### src/hdl/fp64_add_sub_mul_div_unit_core_defines.svh
// Assertion helpers for the fp64 unit.
`ifndef FP64_ADD_SUB_MUL_DIV_UNIT_CORE_DEFINES_SVH
`define FP64_ADD_SUB_MUL_DIV_UNIT_CORE_DEFINES_SVH

`ifndef SYNTH
`define FP64U_ASSERT_IMPL(lbl, ck, rstn, ante, cons) \
	lbl: assert property (@(posedge ck) disable iff (!(rstn)) (ante) |-> (cons)) \
		else $error("fp64u check failed");
`define FP64U_ASSERT_NEXT(lbl, ck, rstn, ante, cons) \
	lbl: assert property (@(posedge ck) disable iff (!(rstn)) (ante) |=> (cons)) \
		else $error("fp64u check failed");
`else
`define FP64U_ASSERT_IMPL(lbl, ck, rstn, ante, cons)
`define FP64U_ASSERT_NEXT(lbl, ck, rstn, ante, cons)
`endif

`endif

### src/hdl/fp64u_pkg.sv
package fp64u_pkg;

	localparam int DIV_GUARD_BITS = 8;
	localparam int DIV_ITERS      = 52 + DIV_GUARD_BITS;
	localparam int QUO_W          = 62;
	localparam int DIV_KEPT       = (DIV_ITERS + 1 < QUO_W) ? DIV_ITERS + 1 : QUO_W;
	localparam int EXP_W          = 14;

	localparam logic [62:0] INF_MAG  = 63'h7FF0000000000000;
	localparam logic [62:0] NAN_MAG  = 63'h7FF0000000000001;
	localparam logic [63:0] NAN_BITS = {1'b0, NAN_MAG};

	typedef logic signed [EXP_W-1:0] exp_t;

	typedef enum logic [1:0] {
		OP_ADD = 2'd0,
		OP_SUB = 2'd1,
		OP_MUL = 2'd2,
		OP_DIV = 2'd3
	} op_t;

	typedef struct packed {
		logic             vld;
		op_t              op;
		logic             spec;
		logic [63:0]      spec_bits;
		logic             sign;
		exp_t             exp;
		logic [63:0]      sig;
		logic [52:0]      rem;
		logic [52:0]      dvs;
		logic [QUO_W-1:0] quo;
		logic             stk;
	} pipe_t;

	function automatic logic [6:0] lzc64(input logic [63:0] x);
		logic [6:0] n;
		logic       found;
		n = 7'd64;
		found = 1'b0;
		for (int i = 63; i >= 0; i--) begin
			if (!found && x[i]) begin
				n = 7'(63 - i);
				found = 1'b1;
			end
		end
		return n;
	endfunction

	// right shift, lost bits collapse into bit 0
	function automatic logic [63:0] shr_jam64(input logic [63:0] x, input logic [12:0] d);
		logic [63:0] mask;
		logic [63:0] r;
		mask = '0;
		if (d >= 13'd64) begin
			r = {63'b0, |x};
		end else begin
			mask = ~({64{1'b1}} << d[5:0]);
			r = (x >> d[5:0]) | {63'b0, |(x & mask)};
		end
		return r;
	endfunction

endpackage

### src/hdl/fp64u_div_stage.sv
module fp64u_div_stage import fp64u_pkg::*; (
	input  logic  clk,
	input  logic  arst_n,
	input  logic  en,
	input  logic  shift_in,
	input  pipe_t in_st,
	output pipe_t out_st
);

	pipe_t       pipe_s1, nxt;
	logic [53:0] r2, rs;
	logic        ge;

	// one restoring quotient bit
	always_comb begin
		r2 = {in_st.rem, 1'b0};
		ge = r2 >= {1'b0, in_st.dvs};
		rs = ge ? r2 - {1'b0, in_st.dvs} : r2;
		nxt = in_st;
		nxt.rem = rs[52:0];
		if (shift_in) begin
			nxt.quo = {in_st.quo[QUO_W-2:0], ge};
		end else begin
			nxt.stk = in_st.stk | ge;
		end
	end

	always_ff @(posedge clk or negedge arst_n) begin
		if (!arst_n) begin
			pipe_s1.vld <= 1'b0;
		end else if (en) begin
			pipe_s1 <= nxt;
		end
	end

	assign out_st = pipe_s1;

endmodule

### config.mk
export PLATFORM = sky130hd
export DESIGN_NAME = fp64u_div_stage
export DESIGN_NICKNAME = d
export VERILOG_FILES = /design/src/hdl/fp64_add_sub_mul_div_unit_core_defines.svh /design/src/hdl/fp64u_pkg.sv /design/src/hdl/fp64u_div_stage.sv
export SDC_FILE = /design/constraint.sdc
export NUM_CORES = 1
export LEC_CHECK = 0
export ABC_AREA = 1
export BUFFER_PORTS_ARGS = -buffer_cell sky130_fd_sc_hd__buf_4
export CAP_MARGIN = 40
export CORE_AREA = 4 4 246 248
export CTS_BUF_LIST = sky130_fd_sc_hd__clkbuf_4 sky130_fd_sc_hd__clkbuf_8
export DETAILED_ROUTE_END_ITERATION = 16
export DIE_AREA = 0 0 250 252
export RECOVER_POWER = 50
export SETUP_SLACK_MARGIN = 0.5
export SLEW_MARGIN = 20
export SYNTH_ARGS = -nofsm -noshare
export SYNTH_HDL_FRONTEND = slang
export SYNTH_SLANG_ARGS = --single-unit
### constraint.sdc
create_clock -name clk -period 1.49 [get_ports clk]
set_clock_uncertainty 0.15 [all_clocks]
set_input_delay 0.298 -clock clk [delete_from_list [all_inputs] [get_ports clk]]
set_output_delay 0.298 -clock clk [all_outputs]
set_load 0.05 [all_outputs]
==> flow_metrics.env <==
export IMPL_hold_viol=0
export IMPL_worstSetupStartpointType="input port"
export IMPL_final_setup_viol_count=371
export IMPL_grt_remaining_overflow=0
export IMPL_grt_util_met1_pct=31.2
export IMPL_tritoncts="yes"
export IMPL_design_core_area_um2=58500
export IMPL_max_slew_margin_pct=43.4
export IMPL_routed_via_density=4.45
export IMPL_placement_cell_area_um2=24800
export IMPL_synth_edf_count=315
export IMPL_start_util_pct=27.7
export IMPL_synth_ff_latch_count=316
export IMPL_antenna_left=0
export IMPL_final_max_slew_viol_count=0
export IMPL_wl_per_cell_um=22.0
export IMPL_r2r_start="out_st[315]"
export IMPL_ys_flop_type="edfxtp_1"
export IMPL_irDropWorstVdd_mv=0.755
export IMPL_synth_nets=2118
export IMPL_p_int_uw=19500
export IMPL_critPathMaxFanout=7
export IMPL_first_pass_iters=6
export IMPL_worst_slack_ps=-471
export IMPL_violations="negative setup slack"
export IMPL_leakagePower_uw=0.0148
export IMPL_synth_cells=1744
export IMPL_whs_endpoint="out_st[142]"
export IMPL_pre_cts_ws_ps=-1130
export IMPL_post_route_min_period_ps=1960
export IMPL_grt_max_degree=64
export IMPL_crit_type="input port to flip-flop"
export IMPL_grt_pass1_wl_um=120000
export IMPL_routed_wirelength_um=85000
export IMPL_syn_area_per_cell_um2=9.28
export IMPL_grtUsageMet2_pct=45.9
export IMPL_tightestPinTransition_ps=848
export IMPL_drive_above_1_share_pct=43.6
export IMPL_die_area_um2=63000
export IMPL_antenna_found_initial=14
export IMPL_worstPathArrival_ps=2220
export IMPL_clk_pin_slew_ps=60
export IMPL_largest_reg_flops=316
export IMPL_fin_cells=3868
export IMPL_drt_first_iter_violations=1018
export IMPL_crit_required_ps=1750
export IMPL_grtUsageTotal_pct=25.8
export IMPL_reg2reg_depth=1
export IMPL_io_pins=636
export IMPL_die_width_um=250
export IMPL_grt_pass1_vias=17800
export IMPL_port_buffers=635
export IMPL_fp_dieH_um=252
export IMPL_root_buffer="clkbuf_8"
export IMPL_synth_cell_types=38
export IMPL_rsz0062_at_grt="true"
export IMPL_async_flop_share_pct=0.316
export IMPL_clkLatencyLatePin_ps=670
export IMPL_hold_depth=5
export IMPL_final_area_um2=31900
export IMPL_seq_area_frac_synth_pct=58.6
export IMPL_slowest_delay_ps=220
export IMPL_critPathCaptureType="flip-flop"
export IMPL_num_rows=89
export IMPL_clkSinkCount=316
export IMPL_nFillCells=5171
export IMPL_status="complete, but fails checks"
export IMPL_dpl_hpwl_um=64300
export IMPL_syn_area_um2=16200
export IMPL_p_sw_share_pct=34.6
export IMPL_cts_max_level=2
export IMPL_area_growth_pct=97.1
export IMPL_hp_class="input port to flip-flop"
export IMPL_power_frac_clock_pct=28.3
export IMPL_nNetsFinal=3413
export IMPL_period_share_pct=132
export IMPL_critPathSlowestCell="ha_4"
export IMPL_maxCapViolations=0
export IMPL_min_from="in_st[141]"
export IMPL_rrSetupSlack_ps=540
export IMPL_drc=0
export IMPL_switchingPower_uw=10300
export IMPL_yosys_warnings=0
export IMPL_busiest_layer="met2"
export IMPL_cts_buffer_depth=3
export IMPL_crit_path_cell_trace="buf_6, inv_6, ha_4, nand2_4, inv_1, nand2_2, nand2_2, inv_2, nand2_2, nand2_4, nand2_4, a21oi_4, nand3_4, buf_6, buf_6, buf_12, buf_16, nand3_4, nand2_1"
export IMPL_power_frac_seq_pct=36.9
export IMPL_cts_buffers=58
export IMPL_critical_path_reg2reg_endpoint="out_st[315]"
export IMPL_num_vias=17200
export IMPL_grtUsageMet3_pct=5.53
export IMPL_max_clock_freq_mhz=510
export IMPL_tns_ps=-84370
export IMPL_gp_congestion=0.962
export IMPL_dp_cells=3355
export IMPL_comb_power_share_pct=34.7
export IMPL_p_per_area_nw_per_um2=936
[final cells by class]
class	instances	area (µm²)	share of cell area, %
inverters	374	1470	4.61
repair buffers	1263	12100	37.9
diodes	6	15.0	0.0471
flip-flops and latches	316	9490	29.7
clock buffers	73	917	2.87
multi-input cells	1026	6720	21.1
well taps	773	967	3.03
clock inverters	37	229	0.718
[power by group through the flow]
stage	Sequential, µW	Combinational (µW)	Clock [µW]
after global routing	11100	10900	9150
after global placement	11100	8300	0
after CTS	11000	10200	8670
after detailed placement	11000	8350	0
after floorplan	13300	2570	0
final	11000	10400	8460
[kinds of logic (layout without fill, tap and decap cells)]
family / count (synthesis) / after routing / share of synthesized area (%)
and+or+nand+nor: 818 / 818 / 21.2
adders and majority gates: 54 / 54 / 4.22
buffers and inverters: 402 / 1747 / 9.89
AOI/OAI and AO/OA: 126 / 126 / 4.55
muxes: 1 / 1 / 0.0696
other: 0 / 6 / 0
DFF: 316 / 316 / 58.6
xor gates and xnor gates: 27 / 27 / 1.46
[critical path, delay by kind of cell]
family                   cells  cell delay (ps)
AND/OR/NAND/NOR              9              670
buffers and inverters        8              820
adder cells (fa/ha/maj)      1              220
AO/OA/AOI/OAI                1              190
[cell usage after synthesis (7+ instances only)]
library cell | instances | area share (%)
nand4_1 | 33 | 1.3
clkbuf_1 | 17 | 0.39
nand3b_1 | 13 | 0.60
inv_1 | 355 | 8.2
nor2_2 | 13 | 0.50
o21ai_2 | 22 | 1.2
inv_2 | 16 | 0.37
nand3_2 | 8 | 0.49
nand3_1 | 58 | 1.8
a21oi_1 | 27 | 0.84
nand2_1 | 581 | 13
edfxtp_1 | 315 | 58
xor2_1 | 26 | 1.4
nor2_1 | 90 | 2.1
ha_1 | 53 | 4.1
o21ai_0 | 65 | 2.0
nand2_2 | 7 | 0.27
[through the flow]
| step | total power, µW | util, % | hold slack (ps) |
|---|---|---|---|
| 6_report | 29800 | 54.6 | 57.9 |
| 5_1_grt | 31100 | 54.6 | 34.3 |
| 4_1_cts | 29900 | 54.2 | -351 |
| 3_5_place_dp | 19400 | 42.3 | -46.9 |
| 3_3_place_gp | 19400 | 42.3 | -48.2 |
| 2_1_floorplan | 15900 | - | -148 |
[repair_timing]
action,4_1_cts,5_1_grt
cloned,13,0
pin swaps,63,51
setup endpoints to repair,371,371
hold buffers,317,2
hold endpoints to repair,317,2
setup buffers,54,11
resized for setup,491,84
[routing by layer]
layer	vias up	part of all wire (%)
met4	10	3.7
met5	-	0.076
li1	8177	-
met2	632	50
met1	8235	40
met3	147	6.6
[worst max-delay path by stage]
stage / start / end / slack, ps / depth (start not counted)
after floorplan: arst_n / out_st[0] / -4100 / 2
after global placement: in_st[91] / out_st[150] / -1140 / 14
after detailed placement: in_st[91] / out_st[150] / -1130 / 14
after CTS: out_st[86] / out_st[86] / -490 / 1
after global routing: in_st[66] / out_st[127] / -470 / 17
final: in_st[91] / out_st[158] / -470 / 19
[layout by cell type, fill, tap and decap left out, drive strengths merged]
master,n
nand3,66
mux2,1
dfrtp,1
xor2,26
a21oi,28
bufinv,2
fa,1
nand3b,14
nand2,588
edfxtp,315
nor2,105
o21a,1
ha,53
clkinvlp,2
diode,6
dlygate4sd3,319
or2,2
clkbuf,232
clkinv,35
o21ai,93
buf,785
and2,3
nor3,6
xnor2,1
o21bai,2
a21o,2
inv,372
nand4,34
Note: power is estimated with default switching activity, not from simulation.
